File: config.mk
export PLATFORM = sky130hd
export DESIGN_NAME = sum8_frame_receiver
export DESIGN_NICKNAME = d
export VERILOG_FILES = /design/src/design/sfr_pkg.sv /design/src/design/sfr_in_stage.sv /design/src/design/sfr_parser.sv /design/src/design/sfr_out_stage.sv /design/src/design/sum8_frame_receiver.sv
export SDC_FILE = /design/constraint.sdc
export NUM_CORES = 1
export LEC_CHECK = 0
export CAP_MARGIN = 20
export CORE_AREA = 5 5 99 101
export CTS_CLUSTER_SIZE = 24
export DETAILED_ROUTE_END_ITERATION = 12
export DIE_AREA = 0 0 104 106
export DONT_BUFFER_PORTS = 1
export GPL_ROUTABILITY_DRIVEN = 0
export HOLD_SLACK_MARGIN = 0.06
export PLACE_DENSITY = 0.6
export SLEW_MARGIN = 20
export SYNTH_ARGS = -nofsm -noshare
export SYNTH_HDL_FRONTEND = slang
export SYNTH_SLANG_ARGS = --single-unit
File: constraint.sdc
create_clock -name clk -period 4.1 [get_ports clk]
set_input_delay 0.41 -clock clk [delete_from_list [all_inputs] [get_ports clk]]
set_output_delay 0.41 -clock clk [all_outputs]
set_load 0.03 [all_outputs]
File: src/design/sfr_pkg.sv
// Shared types and constants for the sum8 frame receiver.
`timescale 1ns / 1ps

package sfr_pkg;

    localparam logic [7:0] HDR_BYTE = 8'h62;   // ASCII 'b'

    localparam logic [1:0] PH_HUNT = 2'd0;
    localparam logic [1:0] PH_LEN  = 2'd1;
    localparam logic [1:0] PH_DATA = 2'd2;
    localparam logic [1:0] PH_SUM  = 2'd3;

    localparam logic [1:0] ST_OK       = 2'd0;
    localparam logic [1:0] ST_BADHDR   = 2'd1;
    localparam logic [1:0] ST_TOOLONG  = 2'd2;
    localparam logic [1:0] ST_MISMATCH = 2'd3;

    localparam logic KIND_DATA   = 1'b0;
    localparam logic KIND_STATUS = 1'b1;

    localparam logic [7:0] MAX_PAYLOAD_RST = 8'd255;

    typedef struct packed {
        logic       kind;
        logic [7:0] data_byte;
        logic [1:0] status;
        logic [7:0] frame_length;
    } result_t;

    typedef struct packed {
        logic [1:0] phase;
        logic [7:0] bytes_left;
    } parse_state_t;

endpackage

File: src/design/sfr_in_stage.sv
// Input register: holds one received word until the parser consumes it.
`timescale 1ns / 1ps

module sfr_in_stage
(
    input  logic       clk,
    input  logic       rst_n,
    input  logic       in_valid,
    output logic       in_ready,
    input  logic [7:0] rx_byte,
    input  logic       advance,
    output logic       held_valid,
    output logic [7:0] held_byte
);

    logic       valid_reg;
    logic       valid_next;
    logic [7:0] byte_reg;

    assign in_ready   = !valid_reg || advance;
    assign valid_next = in_ready ? in_valid : valid_reg;

    always_ff @(posedge clk or negedge rst_n)
    begin
        if (!rst_n)
            valid_reg <= 1'b0;
        else
            valid_reg <= valid_next;
    end

    always_ff @(posedge clk)
    begin
        if (in_ready && in_valid)
            byte_reg <= rx_byte;
    end

    assign held_valid = valid_reg;
    assign held_byte  = byte_reg;

endmodule

File: src/design/sfr_parser.sv
// Frame parser: phase, running sum, length tracking and result formation.
`timescale 1ns / 1ps

module sfr_parser
(
    input  logic                 clk,
    input  logic                 rst_n,
    input  logic                 cfg_write,
    input  logic [7:0]           cfg_data,
    input  logic                 advance,
    input  logic [7:0]           cur_byte,
    output logic                 has_result,
    output sfr_pkg::result_t     result,
    output sfr_pkg::parse_state_t pstate
);

    logic [7:0] max_payload_reg;
    logic [1:0] phase_reg;
    logic [1:0] phase_next;
    logic [7:0] running_sum_reg;
    logic [7:0] running_sum_next;
    logic [7:0] bytes_left_reg;
    logic [7:0] bytes_left_next;
    logic [7:0] length_seen_reg;
    logic [7:0] length_seen_next;
    logic [7:0] sum_add;
    logic [7:0] left_dec;

    assign sum_add  = running_sum_reg + cur_byte;
    assign left_dec = bytes_left_reg - 8'd1;

    always_comb
    begin
        phase_next       = phase_reg;
        running_sum_next = running_sum_reg;
        bytes_left_next  = bytes_left_reg;
        length_seen_next = length_seen_reg;
        has_result       = 1'b0;
        result           = '0;
        case (phase_reg)
            sfr_pkg::PH_HUNT:
            begin
                if (cur_byte != sfr_pkg::HDR_BYTE)
                begin
                    has_result    = 1'b1;
                    result.kind   = sfr_pkg::KIND_STATUS;
                    result.status = sfr_pkg::ST_BADHDR;
                end
                else
                begin
                    running_sum_next = sfr_pkg::HDR_BYTE;
                    phase_next       = sfr_pkg::PH_LEN;
                end
            end
            sfr_pkg::PH_LEN:
            begin
                if (cur_byte > max_payload_reg)
                begin
                    phase_next          = sfr_pkg::PH_HUNT;
                    running_sum_next    = '0;
                    bytes_left_next     = '0;
                    has_result          = 1'b1;
                    result.kind         = sfr_pkg::KIND_STATUS;
                    result.status       = sfr_pkg::ST_TOOLONG;
                    result.frame_length = cur_byte;
                end
                else
                begin
                    running_sum_next = sum_add;
                    bytes_left_next  = cur_byte;
                    length_seen_next = cur_byte;
                    phase_next       = (cur_byte == 8'd0) ? sfr_pkg::PH_SUM
                                                          : sfr_pkg::PH_DATA;
                end
            end
            sfr_pkg::PH_DATA:
            begin
                running_sum_next = sum_add;
                bytes_left_next  = left_dec;
                if (left_dec == 8'd0)
                    phase_next = sfr_pkg::PH_SUM;
                has_result       = 1'b1;
                result.kind      = sfr_pkg::KIND_DATA;
                result.data_byte = cur_byte;
            end
            default:
            begin
                phase_next          = sfr_pkg::PH_HUNT;
                running_sum_next    = '0;
                bytes_left_next     = '0;
                has_result          = 1'b1;
                result.kind         = sfr_pkg::KIND_STATUS;
                result.status       = (cur_byte == running_sum_reg) ? sfr_pkg::ST_OK
                                                                    : sfr_pkg::ST_MISMATCH;
                result.frame_length = length_seen_reg;
            end
        endcase
    end

    always_ff @(posedge clk or negedge rst_n)
    begin
        if (!rst_n)
        begin
            max_payload_reg <= sfr_pkg::MAX_PAYLOAD_RST;
            phase_reg       <= sfr_pkg::PH_HUNT;
            running_sum_reg <= '0;
            bytes_left_reg  <= '0;
            length_seen_reg <= '0;
        end
        else
        begin
            if (cfg_write)
                max_payload_reg <= cfg_data;
            if (advance)
            begin
                phase_reg       <= phase_next;
                running_sum_reg <= running_sum_next;
                bytes_left_reg  <= bytes_left_next;
                length_seen_reg <= length_seen_next;
            end
        end
    end

    assign pstate.phase      = phase_reg;
    assign pstate.bytes_left = bytes_left_reg;

endmodule

File: src/design/sfr_out_stage.sv
// Result register: holds one result word until the sink takes it.
`timescale 1ns / 1ps

module sfr_out_stage
(
    input  logic             clk,
    input  logic             rst_n,
    input  logic             load,
    input  sfr_pkg::result_t load_data,
    output logic             free,
    output logic             out_valid,
    input  logic             out_ready,
    output sfr_pkg::result_t held
);

    logic             valid_reg;
    logic             valid_next;
    sfr_pkg::result_t data_reg;

    assign free       = !valid_reg || out_ready;
    assign valid_next = load ? 1'b1 : (out_ready ? 1'b0 : valid_reg);

    always_ff @(posedge clk or negedge rst_n)
    begin
        if (!rst_n)
            valid_reg <= 1'b0;
        else
            valid_reg <= valid_next;
    end

    always_ff @(posedge clk)
    begin
        if (load)
            data_reg <= load_data;
    end

    assign out_valid = valid_reg;
    assign held      = data_reg;

endmodule

File: src/design/sum8_frame_receiver.sv
// Top level of the sum8 frame receiver: input register, parser, result register.
`timescale 1ns / 1ps

// Parses a byte stream of frames: header 'b', length L, L payload bytes, and a
// checksum equal to the mod-256 sum of header, length and payload. Each payload
// byte comes out at once as a kind 0 word; the checksum byte gives a kind 1 word
// with status ok or mismatch and the frame length. A wrong header (status 1) or
// a length above max_payload (status 2, length reported) is flagged right away
// and the parser goes back to hunting for a header. Header and accepted length
// bytes produce no output word. Rate: one input word per cycle unless the input
// side stalls. A word is captured in the input register, where the parser's add,
// compare and phase update run, and its result is then loaded into the output
// register, which drives out_valid. The input side stalls only when a word with
// a result meets a full output register that the sink is not draining.
// cfg_ready is always high; write max_payload only while the block is idle.
module sum8_frame_receiver
(
    input  logic       clk,
    input  logic       rst_n,
    // byte input
    input  logic       in_valid,
    output logic       in_ready,
    input  logic [7:0] rx_byte,
    // result output
    output logic       out_valid,
    input  logic       out_ready,
    output logic       kind,
    output logic [7:0] data_byte,
    output logic [1:0] status,
    output logic [7:0] frame_length,
    // max_payload write
    input  logic       cfg_valid,
    output logic       cfg_ready,
    input  logic [7:0] cfg_data
);

    logic                  held_valid;
    logic [7:0]            held_byte;
    logic                  has_result;
    logic                  out_free;
    logic                  advance;
    logic                  load;
    sfr_pkg::result_t      result;
    sfr_pkg::result_t      out_word;
    sfr_pkg::parse_state_t pstate;

    // A held word moves on when it yields nothing or the result slot is free.
    assign advance   = held_valid && (!has_result || out_free);
    assign load      = advance && has_result;
    assign cfg_ready = 1'b1;

    sfr_in_stage u_in
    (
        .clk        (clk),
        .rst_n      (rst_n),
        .in_valid   (in_valid),
        .in_ready   (in_ready),
        .rx_byte    (rx_byte),
        .advance    (advance),
        .held_valid (held_valid),
        .held_byte  (held_byte)
    );

    sfr_parser u_parser
    (
        .clk        (clk),
        .rst_n      (rst_n),
        .cfg_write  (cfg_valid && cfg_ready),
        .cfg_data   (cfg_data),
        .advance    (advance),
        .cur_byte   (held_byte),
        .has_result (has_result),
        .result     (result),
        .pstate     (pstate)
    );

    sfr_out_stage u_out
    (
        .clk       (clk),
        .rst_n     (rst_n),
        .load      (load),
        .load_data (result),
        .free      (out_free),
        .out_valid (out_valid),
        .out_ready (out_ready),
        .held      (out_word)
    );

    assign kind         = out_word.kind;
    assign data_byte    = out_word.data_byte;
    assign status       = out_word.status;
    assign frame_length = out_word.frame_length;

    // never overwrite a result the sink has not taken
    a_no_overwrite: assert property (@(posedge clk) disable iff (!rst_n)
        !(load && out_valid && !out_ready))
        else $error("result register overwritten while stalled");

    // payload phase always has bytes outstanding
    a_data_left: assert property (@(posedge clk) disable iff (!rst_n)
        (pstate.phase == sfr_pkg::PH_DATA) |-> (pstate.bytes_left != 8'd0))
        else $error("payload phase with zero bytes left");

    // payload words carry no status or length
    a_data_clean: assert property (@(posedge clk) disable iff (!rst_n)
        (out_valid && kind == sfr_pkg::KIND_DATA) |->
            (status == sfr_pkg::ST_OK && frame_length == 8'd0))
        else $error("payload word with status fields set");

    // a held byte that cannot move keeps the parser state
    a_stall_hold: assert property (@(posedge clk) disable iff (!rst_n)
        (held_valid && !advance) |=> ($stable(pstate) && $stable(held_byte)))
        else $error("parser state moved during stall");

endmodule
# ---- Word level (Yosys, flattened, before mapping)
# Index checks and enable logic that the tools add are counted.
dict set report classes {
  n_eq_ne 6
  muxes 21
  n_reduce_logical 18
  n_addsub 2
  bitwise 2
  magnitude_cmp 1
}
# cell n
set ops {}
lappend ops {{8-bit case mux with 3 select lines} 2}
lappend ops {{8-bit 2-to-1 mux} 3}
lappend ops {{8-bit logical NOT} 2}
lappend ops {{8-bit case mux with 2 select lines} 1}
lappend ops {{2-bit case mux with 3 select lines} 2}
lappend ops {{10-bit 2-to-1 mux} 1}
lappend ops {{8-bit adder} 1}
lappend ops {{8-bit == test} 1}
lappend ops {{8-bit greater-than comparator} 1}
lappend ops {{2-bit 2-to-1 mux} 4}
lappend ops {{8-bit by 7-bit != test with 1-bit output (second input constant)} 1}
lappend ops {{8-bit by 1-bit subtractor with 8-bit output (second input constant)} 1}
lappend ops {{1-bit 2-to-1 mux} 6}
lappend ops {{3-bit AND reduction} 2}
lappend ops {{2-bit AND reduction} 2}
lappend ops {{1-bit logical AND} 3}
lappend ops {{1-bit logical NOT} 3}
lappend ops {{1-bit logical OR} 3}
lappend ops {{1-bit case mux with 3 select lines} 1}
lappend ops {{2-bit by 1-bit == test with 1-bit output (second input constant)} 1}
lappend ops {{2-bit == test (second input constant)} 1}
lappend ops {{2-bit logical NOT} 1}
lappend ops {{2-bit by 1-bit != test with 1-bit output (second input constant)} 1}
lappend ops {{2-bit != test (second input constant)} 1}
lappend ops {{4 further kinds} 5}
dict set report word_totals {
  output_inout_bits 22
  elab_cells 62
  input_bits 21
  ff_bits 63
}

# ---- Depth between registers and ports, before layout
# Gate-level depths: netlist (run 1).
dict set report logic_depth {
  word_depth 8
  mapped_depth 10
  ltp_nobuf 9
}

# ---- Cells and area by module
# From an unflattened synthesis (run 1), not the netlist that was laid out.
dict set report hier_totals {
  hier_cells 294
  hier_area_um2 3338.2
}
# mod area_each_um2 instances cells_each seq_area_each_um2
set by_module_without_submodules {}
lappend by_module_without_submodules {sfr_parser 2396.0 1 255 860.8}
lappend by_module_without_submodules {sfr_out_stage 618.1 1 22 595.6}
lappend by_module_without_submodules {sfr_in_stage 294.0 1 12 265.3}
lappend by_module_without_submodules {sum8_frame_receiver 30.0 1 5 0.0}

# ---- Least setup slack after synthesis (run 1)
# Ideal clock, no wire load.
dict set report synth_path {
  path_kind {reg-to-reg}
  from {reg u_in.byte_reg[1] (netlist: u_in.held_byte[1])}
  to {reg u_in.byte_reg[0] (netlist: u_in.held_byte[0]) (enable)}
  required_ps 3768
  synth_period_minus_slack_ps 2822
  arrival_time_ps 2490
  path_buffers 0
  stages_incl_launch_ff 9
  setup_time_ps 332
  setup_slack_ps 1278
  path_cell_list {edfxtp_1 > ha_1 > nor2b_1 > o211a_1 > nor2_1 > o21ai_0 > a21o_1 > o211ai_1 > and2_1}
}
dict set report synth_via {
  elab_chain_cells 8
  elab_cells_between_ends 10
  cone_classes {1 x order compare; 1 x eq/ne; 3 x mux; 5 x reduce/logical}
}
# element line
set synth_rtl {}
lappend synth_rtl {{start: declaration} sfr_in_stage.sv:18} ;# logic [7:0] byte_reg;
lappend synth_rtl {{start signal: assignment} sfr_in_stage.sv:34} ;# byte_reg <= rx_byte;
lappend synth_rtl {{8-bit greater-than comparator / 8-bit by 7-bit != test with 1-bit output (equally long branches)} {sfr_parser.sv:57, sfr_parser.sv:43}}
lappend synth_rtl {{1-bit 2-to-1 mux, on equally long branches} {sfr_parser.sv:57, sfr_parser.sv:43}}
lappend synth_rtl {{1-bit case mux with 2 select lines *} sfr_parser.sv:40} ;# case (phase_reg)
lappend synth_rtl {{1-bit logical NOT *} sum8_frame_receiver.sv:48} ;# assign advance = held_valid && (!has_result || out_free);
lappend synth_rtl {{1-bit logical OR *} sum8_frame_receiver.sv:48}
lappend synth_rtl {{1-bit logical AND *} sum8_frame_receiver.sv:48}
lappend synth_rtl {{1-bit logical OR *} sfr_in_stage.sv:20} ;# assign in_ready = !valid_reg || advance;
lappend synth_rtl {{via in_ready} sum8_frame_receiver.sv:22} ;# output logic in_ready,
lappend synth_rtl {{1-bit logical AND *} sfr_in_stage.sv:33} ;# if (in_ready && in_valid)
# The timed path passes the listed nets; every way through them passes the cells marked *.
# A chain may end at the register's enable or synchronous reset.

# ---- Worst setup path after layout (run 1)
dict set report layout_path {
  from {reg u_in.byte_reg[7] (netlist: u_in.held_byte[7])}
  to {out in_ready}
}
dict set report layout_via {
  elab_chain_cells 7
  elab_cells_between_ends 9
  cone_classes {1 x order compare; 1 x eq/ne; 3 x mux; 4 x reduce/logical}
}
# element line
set layout_rtl {}
lappend layout_rtl {{8-bit greater-than comparator / 8-bit by 7-bit != test with 1-bit output (equally long branches)} {sfr_parser.sv:57, sfr_parser.sv:43}}
lappend layout_rtl {{1-bit 2-to-1 mux, on equally long branches} {sfr_parser.sv:57, sfr_parser.sv:43}}
lappend layout_rtl {{1-bit case mux with 2 select lines *} sfr_parser.sv:40}
lappend layout_rtl {{1-bit logical NOT *} sum8_frame_receiver.sv:48}
lappend layout_rtl {{1-bit logical OR *} sum8_frame_receiver.sv:48}
lappend layout_rtl {{1-bit logical AND *} sum8_frame_receiver.sv:48}
lappend layout_rtl {{1-bit logical OR *} sfr_in_stage.sv:20}
lappend layout_rtl {{end: declaration} sum8_frame_receiver.sv:22}
# Mark *: on every way between the ends. The rest lies on a longest branch, timed or not.

==> run summary, run 1 <==
The detailed router placed 2,384 vias in this run. Using the TritonRoute via totals, the vias-per-cell ratio works out to about 5.3. The relative area change from synthesis to final layout came out at 10.1%. The most used flip-flop cell after synthesis is dfrtp_1. The worst hold path cell count came out at 1.

After synthesis, flip-flops and latches occupy 50.8% of the total area. The first detailed-routing pass ran for 4 iterations. The number of placement rows is 35. The CTS tree is built. Of all cell types, the one taking the most synthesized area is edfxtp_1.

The detailed router's first-iteration violation count came out at approximately 110. The worst slack at placement is 1220 ps. The hold violation total from the final report came out at 0. STA puts the critical path data arrival time at approximately 2600 ps. The final worst clock skew came out at 8.63 ps.

Hold is met by 118 ps. The average cell area after synthesis is ~10 µm². The analysis attributes to cell leakage a power of 1.53 nW. The count of distinct cell types in the synthesized netlist came out at 54. The number of pins with negative max-slew slack in the final report is 0. Global routing used 14.0% of the available tracks. The detailed-placement wirelength estimate is 5300 µm. In this design, the critical path's most frequently occurring cell is buf_4. The number of gates resized after CTS was 0. The total clock buffers created by CTS is 9. The number of nets handed over by synthesis was 369. The share of total power dissipated in sequential elements is 47.1%. The summed instance area of the synthesized netlist came out at 3390 µm². By count the netlist is led by nand2_1, dfrtp_1, edfxtp_1, o21ai_0, ha_1.

CTS placed an instance of clkbuf_8 at the clock tree root. The flip-flop count of the largest register, all copies and words added is 19. The die height is 106 µm. The worst relative slew slack came out at 63.4%. The count of flip-flops with a built-in enable after synthesis is 27. For this run, the top clock speed supported by timing is 335 MHz. The largest vdd supply drop is around 160 µV. The DRC violation count after routing came out at 0. The run finished with clean final reports. The number of clock sinks is 63. The count of state elements after synthesis is 63. Along the worst path, the maximum fanout reaches 12. The ratio of total power to cell area came out at 478 nW/µm².

The maximum count of clock buffers along a single path came out at 2. The wire length of the first global-routing pass came out at approximately 12,000 µm. The fraction of layout instances using a drive strength above 1 is 14.3%. The critical path depth came out at 9.

Dividing the detail-routed wire length by the instance count gives 16.5 µm. The fraction of synthesized cell area taken by the top area cell type is 23.9%. The worst setup margin is 1110 ps.

In the final timing run, aggregate negative setup slack is 0 ps. The slowest stage of the critical path is the edfxtp_1 cell. The worst setup path is captured at an output pin.

After synthesis, the cell types taking the most area are edfxtp_1, dfrtp_1, ha_1. The class of the most critical hold timing path is primary input to flop. The type of the worst setup path is flop to output pin.

The number of warnings printed during yosys synthesis is 0. The global route total overflow is 0. The minimum clock period after layout came out at 2990 ps.

The count of pins on the block boundary is 43. Setup repair after global routing left no endpoint under its margin. For this block, the routed nets add up to 7370 µm of wire. The internal cell power came out at 1.22 mW. The deepest level of the CTS H-tree came out at 3.

The clock reaches the later pin of the worst-skew pair after 350 ps. The number of buffers and inverters on the critical path is 2. STA classifies the critical path startpoint as a flop.

The overall power is around 1.8 mW. Yosys instantiated no cell more often than nand2_1. Entering global routing, the biggest net connects 37 pins. In the synthesized netlist, the number of instances is 325. The tool flagged a number of max-cap violations equal to 0. The delay of the slowest critical-path stage came out at 580 ps. The number of antenna violations at the first check in global routing was 2. The via count of the first global-routing pass is 2,467. The number of antenna-violating nets in the routed design came out at 0. The post-layout net count is 375. The proportion of synthesized flip-flops having asynchronous set or reset is 57.1%. The critical path goes through ha_1, and4_1, nand2b_1, nand3_1, o21ai_0, buf_4, a21o_1, o211ai_1, buf_4. The die extent in x came out at between 100 and 150 µm.

The area of the core came out at about 8900 µm². The slew at the pin closest to its max-slew limit is 549 ps. Setup violations remaining at the end of the flow were counted as 0. The number of antenna repair diodes is 0. The die footprint came out at 11,000 µm². After clock tree synthesis, the clock-pin slew on the worst setup and hold paths is about 70 ps. In the finished design, the share of the clock period the worst path needs comes to 72.9%. The critical path required time is 3690 ps. The depth of the worst register-to-register path is 10. The clock share of power came out at 29.6%.

The number of input and output port buffers inserted is 0. The initial standard-cell utilization of the core is 37.9%. In this run switching power makes up about a third of total power.

For this design the total switching power over the nets is 560 µW. The combinational fraction of design power came out at 23.4%. The kind of cell with the highest combined delay along the critical path is flip-flops.
-- cell families (layout without fill, tap and decap cells) --
logic type | Yosys count | after routing | share of synthesized area, %
fa+ha+maj | 23 | 23 | 8.71
other cells | 1 | 1 | 0.111
compound gates | 73 | 73 | 14.3
mux | 12 | 12 | 3.95
simple gates | 117 | 117 | 16.7
buf+inv | 29 | 40 | 3.58
xor+xnor | 7 | 7 | 1.81
flops | 63 | 63 | 50.8
-- worst reg2reg max path: cells and delay by family (launching register included) --
| family | cells | cell delay (ps) |
|---|---|---|
| compound gates | 3 | 410 |
| fa+ha+maj | 1 | 410 |
| buf+inv | 2 | 390 |
| flops | 1 | 580 |
| simple gates | 4 | 800 |
-- per-layer routing --
metal	wire (µm)	global-route usage, %
met1	3270	17.1
met5	25	0
met4	104	4.63
met3	465	5.95
met2	3500	22.3
-- power by group through the flow --
stage	clock network [mW]	registers [mW]	logic, mW
after floorplan	0	0.829	0.344
after global placement	0	0.849	0.398
after detailed placement	0	0.853	0.408
after CTS	0.543	0.841	0.422
after global routing	0.578	0.853	0.483
final	0.528	0.840	0.417
-- cell type report --
cell class	count	area (µm²)
fillers	872	5200
flip-flops and latches	63	1720
multi-input cells	233	1550
well taps	111	139
clock buffers	9	124
clock inverters	7	73.8
inverters	18	67.6
repair buffers	6	60.1
-- placed cells by master (no fill, tap or decap), types with 2 or more instances in the layout --
master | synthesis | layout
nand2_1 | 47 | 47
dfrtp_1 | 28 | 28
edfxtp_1 | 27 | 27
o21ai_0 | 25 | 25
ha_1 | 22 | 22
nor2_1 | 19 | 19
inv_1 | 18 | 18
a21oi_1 | 14 | 14
mux2_2 | 11 | 11
nand3_1 | 9 | 9
and2_1 | 9 | 9
clkbuf_8 | 0 | 9
dfstp_2 | 8 | 8
nand2b_1 | 7 | 7
or3_1 | 6 | 6
xnor2_1 | 5 | 5
a221o_1 | 5 | 5
o31ai_1 | 5 | 5
nor3_1 | 5 | 5
a21o_1 | 4 | 4
buf_4 | 1 | 4
nor4_1 | 3 | 3
o21bai_1 | 3 | 3
clkinv_4 | 0 | 3
nor2b_1 | 2 | 2
o211a_1 | 2 | 2
nor4b_1 | 2 | 2
o22ai_1 | 2 | 2
or3b_2 | 2 | 2
xor2_1 | 2 | 2
clkinv_2 | 0 | 2
-- worst paths after layout --
kind                                             start                     endpoint  slack [ps]
max in group asynchronous                        rst_n  u_parser.max_payload_reg[2]        3340
hold reg to reg            u_parser.running_sum_reg[2]  u_parser.running_sum_reg[2]         490
min in group asynchronous                        rst_n  u_parser.length_seen_reg[5]         510
setup / recovery                     u_in.held_byte[7]                     in_ready        1110
setup reg to reg                     u_in.held_byte[7]            u_in.held_byte[0]        1200
hold / removal                               cfg_valid  u_parser.max_payload_reg[7]         120
-- per-stage QoR --
step                      cells  util [%]  area (µm²)
after global routing        447      41.8        3730
after global placement      429      39.2        3500
after floorplan             325         -        3390
after CTS                   447      41.8        3730
final                       447      41.8        3730
after detailed placement    429      39.2        3500
-- what timing repair did --
action,4_1_cts,5_1_grt
hold endpoints to repair,36,0
setup buffers,0,0
hold buffers,2,0
Power figures use the tool's default switching activity.
==> run 2, diff against run 1 <==
--- a/config.mk
+++ b/config.mk
@@ -5,15 +5,16 @@
 export SDC_FILE = /design/constraint.sdc
 export NUM_CORES = 1
 export LEC_CHECK = 0
+export ABC_AREA = 1
 export CAP_MARGIN = 20
-export CORE_AREA = 5 5 99 101
+export CORE_AREA = 5 5 101 103
 export CTS_CLUSTER_SIZE = 24
 export DETAILED_ROUTE_END_ITERATION = 12
-export DIE_AREA = 0 0 104 106
+export DIE_AREA = 0 0 106 108
 export DONT_BUFFER_PORTS = 1
 export GPL_ROUTABILITY_DRIVEN = 0
 export HOLD_SLACK_MARGIN = 0.06
-export PLACE_DENSITY = 0.6
+export PLACE_DENSITY = 0.62
 export SLEW_MARGIN = 20
 export SYNTH_ARGS = -nofsm -noshare
 export SYNTH_HDL_FRONTEND = slang
==> constraint.sdc (replaced) <==
create_clock -name clk -period 2.6 [get_ports clk]
set_input_delay 0.26 -clock clk [delete_from_list [all_inputs] [get_ports clk]]
set_output_delay 0.26 -clock clk [all_outputs]
set_load 0.03 [all_outputs]
==> run 2 against run 1 <==
  * Core utilization grew 3.8 points
  * Largest cell class unchanged
  * Sequential power grew 130%
  * Synthesized area grew 5.1%
==> run summary, run 2 <==
The multiplexer share of the synthesized area is 0.316%. The simple-gate area share of the yosys netlist came out at 28.1%. Yosys attributes the largest share of cell area to edfxtp_1, dfrtp_1, nand2_1. The source-to-sink clock delay at the later pin of the worst-skew pair came out at 350 ps. The total number of vias is 2,971. The hold violation total from the final report came to 0. The overall power came out at 4.74 mW. The area of the core came out at 9110 µm².

In this run the critical register-to-register path is captured at u_out.held[11]. The final layout contains routed wiring with a total length of 8780 µm. STA classifies the critical path endpoint as an output pin. The number of pins with negative max-slew slack in the final report is 0.

Summing all placed instances gives a cell area of 3750 µm². The number of cells in the design after placement came out at 541. The number of clock sinks is 63. The fraction of layout instances using a drive strength above 1 is a little over 10%. Summed over all cells, the static leakage comes to 2.03 nW. In this run the core area contains 35 standard-cell rows.

The final standard cell area without fillers is 4150 µm². The via count of the first global-routing pass came out at approximately 2,900. The non-filler instance count after layout came out at between 500 and 600.

From synthesis to final layout, the design area changed by 16.6%. The maximum fanout count along the critical path is 4. The worst relative slew slack is 55.5%. In the global route stage, overall resource usage came out at approximately 16%. The arrival time reported for the critical path endpoint came out at 2200 ps. The worst setup margin came out at 138 ps. The wire length per cell came out at 15.2 µm.

The net switching fraction of the power came out at 45.4%. The critical path crosses 10 cells after its start point. The number of buffers and inverters on the critical path is 2.

The count of max-cap constraint violations came out at 0. The reported net switching power is between 2 and 2.5 mW. The number of antenna violations at the first check in global routing came out at 0.

On the critical path the largest part of the delay comes from simple AND/OR/NAND/NOR gates. Synthesis produced a netlist with a net count of roughly 470. The clock-pin slew on the worst setup and hold paths came out at 70 ps. The most common cell in the synthesized netlist is nand2_1. The share of the Yosys chip area taken by registers is about half. The first-pass iteration count of the detailed router is 5. The maximum count of clock buffers along a single path is 2. The die footprint is 11,400 µm². The slowest cell on the critical path is dfstp_2.

The worst setup path is launched from a flop. The number of antenna diodes in the final layout is 0. Global routing consumed, on the met2 layer, 27.2% of the routing resources. The global routing usage on met3 is 5.01%.

CTS built an H-tree with a depth of 3. The adder and majority cell fraction of the synthesized area is under 10%. The total negative setup slack came out at 0 ps. After synthesis, the largest family of logic cells by area is simple AND/OR/NAND/NOR gates. Post-CTS timing repair inserted 0 buffers for setup. The flow ran to the end, and the final reports show no timing, DRC or antenna violations. Based on the critical path, the design can be clocked at up to just over 400 MHz. The type of the worst setup path is flop to output pin. The die extent in x came out at 106 µm.

The DRC violation count after routing is 0. Walking the worst path, the cells encountered are inv_1, ha_1, nand2_1, nor2_1, nand2_1, nand2_1, nand3_1, nand3_2, nand3_1, buf_4. The count of pins on the block boundary came out at 43. The worst slack at placement came out at around 180 ps. The global route total overflow came out at 0. The most critical setup path has its startpoint at u_parser.max_payload_reg[7]. The global routing stage identified its most utilized layer as met2. The largest vdd supply drop came out at 560 µV.

Clock skew on the completed layout was measured at 7.17 ps. The cell repeated most along the worst path is nand2_1. Summing the areas of all xor and xnor instances in the mapped netlist gives 0.983% of the synthesized area. The count of flip-flops with a built-in enable after synthesis is 27. After synthesis, the share of flip-flops with an asynchronous set or reset is 57.1%. The critical path required time came out at ~2300 ps. The most used flip-flop cell after synthesis is dfrtp_1. The top cell types in the final layout, fill and taps aside, are nand2_1, nand3_1, inv_1. The wire length of the first global-routing pass came out at 14,300 µm. The slew at the pin closest to its max-slew limit came out at 668 ps. TritonCTS built the clock tree. The flip-flop count of the largest register, all copies and words added is 19. The compound-cell area share of the yosys netlist came out at 6.81%. Dividing the final minimum period by the clock period gives 94.7%. Registers are responsible for 41.5% of the overall power. From bottom edge to top edge, the die measures ~110 µm.

The setup-violating endpoint count in the final report is 0. The initial utilization of the core area, before any placement, comes to 39.1%. The detailed-route vias per instance is 5.15.

The count of distinct cell types in the synthesized netlist came out at 31. Ranked by instance count, the synthesized netlist is headed by nand2_1, nand3_1, inv_1, dfrtp_1, edfxtp_1. For this block, the initial DRC count from the detailed router was 138.

edfxtp_1 takes more of the synthesized area than any other cell. The count of state elements after synthesis is 63. The tightest min-delay check is of the primary input to flop type. In this run the tool buffered the top-level ports with 0 buffer cells.

In this run the critical register-to-register path is launched from u_parser.max_payload_reg[7]. The worst-case hold slack is 102 ps. The number of warnings printed during yosys synthesis is 0. Setup repair after global routing left no endpoint under its margin. Leaving out fill and tap cells, the most frequent cell in the layout is nand2_1. The cell area that synthesis handed to floorplanning was 3560 µm². The fraction of synthesized cell area taken by the top area cell type is between 20% and 30%.

The delay of the slowest critical-path stage is roughly 520 ps. The average cell area after synthesis came out at between 8 and 9 µm². Measured on the finished design, the core utilization comes to 45.6%. The worst setup path endpoint is in_ready.

The worst register-to-register path has a depth of 11. Setup slack on the worst reg-to-reg path comes out at between 200 and 250 ps. Dividing total power by cell area gives a power density of 1140 nW/µm².

For this run, the post-layout net count is between 500 and 600. The internal cell power is 2.58 mW. The minimum clock period after layout came out at 2460 ps. The global routing usage on met1 came out at between 10% and 20%. The combinational fraction of design power came out at about two fifths.

Entering global routing, the biggest net connects 37 pins. The clock share of power came out at 17.7%. The detailed-placement wirelength estimate came out at 6160 µm. The root buffer cell chosen for the clock tree is clkbuf_8. The post-synthesis cell count came out at 428. In this run the remaining antenna-violating nets after routing total 0. The total clock buffers created by CTS is 9.
[run 2: cell count changes after synthesis, sizes merged, moves of 6 or more]
cell | before | now
or3 | 6 | 0
and2 | 9 | 0
o21ai | 27 | 17
inv | 18 | 49
nand2b | 7 | 0
nand3 | 9 | 63
mux2 | 11 | 1
nand2 | 47 | 133
nand4 | 1 | 10
[run 2: timing repair]
action,4_1_cts,5_1_grt
endpoints found under the setup margin,0,8
hold buffers,20,0
hold endpoints to repair,53,0
gates resized for setup,0,1
[run 2: worst min path at each step]
stage / start / endpoint / slack, ps / cells after the start
after global placement: rst_n / u_parser.length_seen_reg[7] / -30 / 0
after floorplan: rst_n / u_in.held_valid / -40 / 0
after CTS: out_ready / u_out.out_valid / 90 / 1
after detailed placement: rst_n / u_parser.length_seen_reg[5] / -30 / 0
after global routing: out_ready / u_out.out_valid / 90 / 1
final: out_ready / u_out.out_valid / 100 / 1
[run 2: area by class of cell]
class                      instances  area, µm²
timing repair buffer              33        320
clock inverter                     6       60.1
inverter                          51        191
clock buffer                      10        128
sequential                        63       1720
tap                              111        139
fill                             887       4960
multi-input combinational        303       1590
[run 2: logic make-up after synthesis]
| family | count (synthesis) |
|---|---|
| other | 1 |
| xor gates and xnor gates | 4 |
| muxes | 1 |
| buffers and inverters | 62 |
| DFF | 63 |
| AOI/OAI and AO/OA | 42 |
| and+or+nand+nor | 232 |
| adders and majority gates | 23 |
[run 2: metal layers]
metal	routed length, µm	vias up	share of wire [%]
met5	0	-	0
met4	229	0	2.6
met3	452	22	5.2
met2	4230	91	48
met1	3860	1381	44
li1	-	1477	-
[run 2: power by group through the flow]
stage / sequential (mW) / combinational (mW) / clock (mW)
floorplan: 1.92 / 1.42 / 0
global placement: 1.99 / 1.84 / 0
detailed placement: 1.99 / 1.88 / 0
CTS: 1.97 / 1.92 / 0.858
global route: 2.00 / 2.20 / 0.918
finish: 1.96 / 1.93 / 0.840
==> run 3, diff against run 2 <==
--- a/config.mk
+++ b/config.mk
@@ -7,14 +7,17 @@
 export LEC_CHECK = 0
 export ABC_AREA = 1
 export CAP_MARGIN = 20
+export CELL_PAD_IN_SITES_DETAIL_PLACEMENT = 1
+export CELL_PAD_IN_SITES_GLOBAL_PLACEMENT = 1
 export CORE_AREA = 5 5 101 103
 export CTS_CLUSTER_SIZE = 24
 export DETAILED_ROUTE_END_ITERATION = 12
 export DIE_AREA = 0 0 106 108
 export DONT_BUFFER_PORTS = 1
 export GPL_ROUTABILITY_DRIVEN = 0
+export GPL_TIMING_DRIVEN = 0
 export HOLD_SLACK_MARGIN = 0.06
-export PLACE_DENSITY = 0.62
+export PLACE_DENSITY = 0.77
 export SLEW_MARGIN = 20
 export SYNTH_ARGS = -nofsm -noshare
 export SYNTH_HDL_FRONTEND = slang
==> run 3 against run 2 <==
  * Maximum frequency grew 1.6%
  * Total power up 3.9%
  * Sequential share of layout area fell by 0.92 points
  * Design area is 2.3% higher
  * Final cell count is 1.6% higher
  * Sequential cell count is the same
  * Combinational power grew 5%
  * Highest routed layer unchanged
==> run summary, run 3 (synthesized netlist as in run 2, its figures left out) <==
The worst setup path is captured at a flop. The worst setup margin came out at 176 ps. The post-route netlist has 11.6% of its cells at a drive strength greater than 1. The minimum clock period after layout came out at between 2000 and 2500 ps. The depth of the worst register-to-register path is 11. The relative area change from synthesis to final layout is 19.2%. The critical path required time came out at 2650 ps. In this design, the critical path's most frequently occurring cell is nand2_1. The wire length of the first global-routing pass came out at 16,400 µm. The largest net degree at the start of global routing came out at 37.

For this design, the sink count on the clock tree is 63. The critical path is of the flop to flop type. The cell family contributing the most delay on the critical path is simple AND/OR/NAND/NOR gates. The maximum count of clock buffers along a single path came out at 2. The CTS tree is built.

The die extent in x came out at 106 µm. The final worst clock skew came out at 11.6 ps. The source-to-sink clock delay at the later pin of the worst-skew pair is between 300 and 400 ps. The worst flop-to-flop path startpoint is u_parser.max_payload_reg[7]. The slew at the pin closest to its max-slew limit came out at ~520 ps. The path with the worst hold slack has its endpoint at u_parser.max_payload_reg[5]. The number of antenna-violating nets in the routed design came out at 0. The setup-violating endpoint count in the final report came out at 0. The wire length per cell came out at 16.6 µm.

The number of antenna violations at the first check in global routing is 0. The post-layout net count is approximately 510. The utilization after layout is 46.6%. The initial standard-cell utilization of the core is between 30 and 40%. The worst hold path begins at cfg_valid. The worst relative slew slack is between 60% and 70%.

The non-filler instance count after layout came out at 586. In this run the worst path has a maximum fanout of 19. The ratio of total power to cell area came out at approximately 1200 nW/µm². The number of placement rows came out at 35. The largest vdd supply drop came out at 640 µV.

The capture point of the worst reg-to-reg path is u_out.held[14]. The hold violation total from the final report is 0. The number of antenna repair diodes is 0. The critical path goes through inv_1, ha_1, a21o_1, nor2_1, nand2_1, nand3_1, nand3_2, a21boi_4, nand2_1, clkinvlp_4, buf_12.

The worst setup path is launched from a flop. The global route total overflow is 0. The detailed-placement wirelength estimate came out at 6570 µm.

The slowest stage of the critical path belongs to the cell dfstp_2. The total number of vias is 3,078. The detailed router finished its first iteration with 68 violations. The total clock buffers created by CTS came out at 9.

On the worst path, the slowest cell contributes a delay of roughly 520 ps. The cell sitting at the root of the clock tree is a clkbuf_8. In the layout the commonest cells are nand2_1, nand3_1, inv_1.

For the worst setup path, the data arrival time is 2470 ps. The number of placed instances, taps included, is 539. The first detailed-routing pass ran for 4 iterations. The critical path contains buffers and inverters numbering 3 combined. The die height is 108 µm.

The routed wire length came out at 9730 µm. The count of pins on the block boundary came out at 43. The run finished with clean final reports. The clock tree synthesis step divided the H-tree into 3 levels. The library cell used most frequently in the layout, excluding fill and tap cells, is nand2_1. The die footprint is 11,400 µm². The number of input and output port buffers inserted came out at 0. The number of pins with negative max-slew slack in the final report is 0. OpenSTA, run right after detailed placement, puts the worst setup slack at -426 ps.

For the final routed database, the setup TNS stands at 0 ps. Tracing the worst setup path back leads to its startpoint at u_parser.max_payload_reg[7]. The setup slack of the most critical reg-to-reg path is 180 ps. Clock-pin slew was measured on the worst setup and hold paths at around 80 ps.

The DRC violation count after routing came out at 0. The via count of the first global-routing pass is about 3,300. The global-route usage over all layers is 18.3%.

Static timing analysis puts the maximum clock frequency at slightly above 400 MHz. The detailed-route vias per instance is approximately 5.3. The worst hold path passes through 3 cells.

The count of max-cap constraint violations came out at 0. The final cycle utilization of the critical path came out at 93.2%. In this run the standard cell core region covers 9110 µm². The flip-flop count of the largest register, all copies and words added came out at 19. The min-delay analysis places its worst path in the category primary input to flop.

The leakage dissipation came out at just over 2 nW.
==> run 3: changes by cell type in the layout (fill, tap and decap cells not counted), moves of 2 or more <==
| cell | delta |
|---|---|
| buf_6 | +2 |
| clkinvlp_4 | +2 |
| nand3_2 | +3 |
| buf_1 | +2 |
| clkbuf_1 | +4 |
| buf_4 | -2 |
| nand3_1 | -3 |
| inv_1 | -2 |
==> run 3: area by class of cell <==
cell class                 instances  area (µm²)
clock inverter                     7        87.6
clock buffer                       9         124
inverter                          51         195
multi-input combinational        303        1610
sequential                        63        1720
fill                            1081        4860
buffer                            11        61.3
tap                              111         139
timing repair buffer              31         308
==> run 3: timing repair <==
item	in CTS	in global routing
gates resized for setup	3	4
pin swaps	1	0
setup endpoints to repair	36	54
hold buffers	21	0
setup buffers	3	7
hold endpoints to repair	54	0
==> run 3: how the worst max path moves through the flow <==
stage / end / slack, ps / cells after the start
finish: u_out.held[14] / 180 / 11
CTS: u_parser.bytes_left_reg[5] / 50 / 10
floorplan: u_out.held[0] / 130 / 10
global placement: u_out.held[3] / -340 / 9
global route: u_out.held[14] / -60 / 12
detailed placement: u_out.held[2] / -430 / 9
==> run 3: layer usage <==
metal / share of wire, % / GRT usage [%] / vias to the layer above
met5: 0 / 0 / -
met4: 1.8 / 6.11 / 0
met3: 3.8 / 3.70 / 15
met2: 50 / 31.7 / 72
met1: 45 / 22.8 / 1499
li1: - / - / 1492
==> run 3: worst min-delay path: stages <==
cell	delay, ps
clkbuf_1	200
nand2_1	110
o21ai_0	70
==> run 3: report_power, final <==
group / leakage (nW) / internal [mW] / switching (mW)
registers: 0.711 / 1.47 / 0.505
logic: 1.24 / 0.700 / 1.33
clock network: 0.100 / 0.531 / 0.393
==> run 3: metrics by stage <==
| stage | hold WS, ps | area [µm²] | total power, mW |
|---|---|---|---|
| 3_3_place_gp | -33.7 | 3700 | 3.77 |
| 6_report | 297 | 4250 | 4.92 |
| 3_5_place_dp | -33.8 | 3700 | 3.85 |
| 2_1_floorplan | -35.6 | 3560 | 3.34 |
| 5_1_grt | 337 | 4250 | 5.33 |
| 4_1_cts | 270 | 4180 | 4.91 |
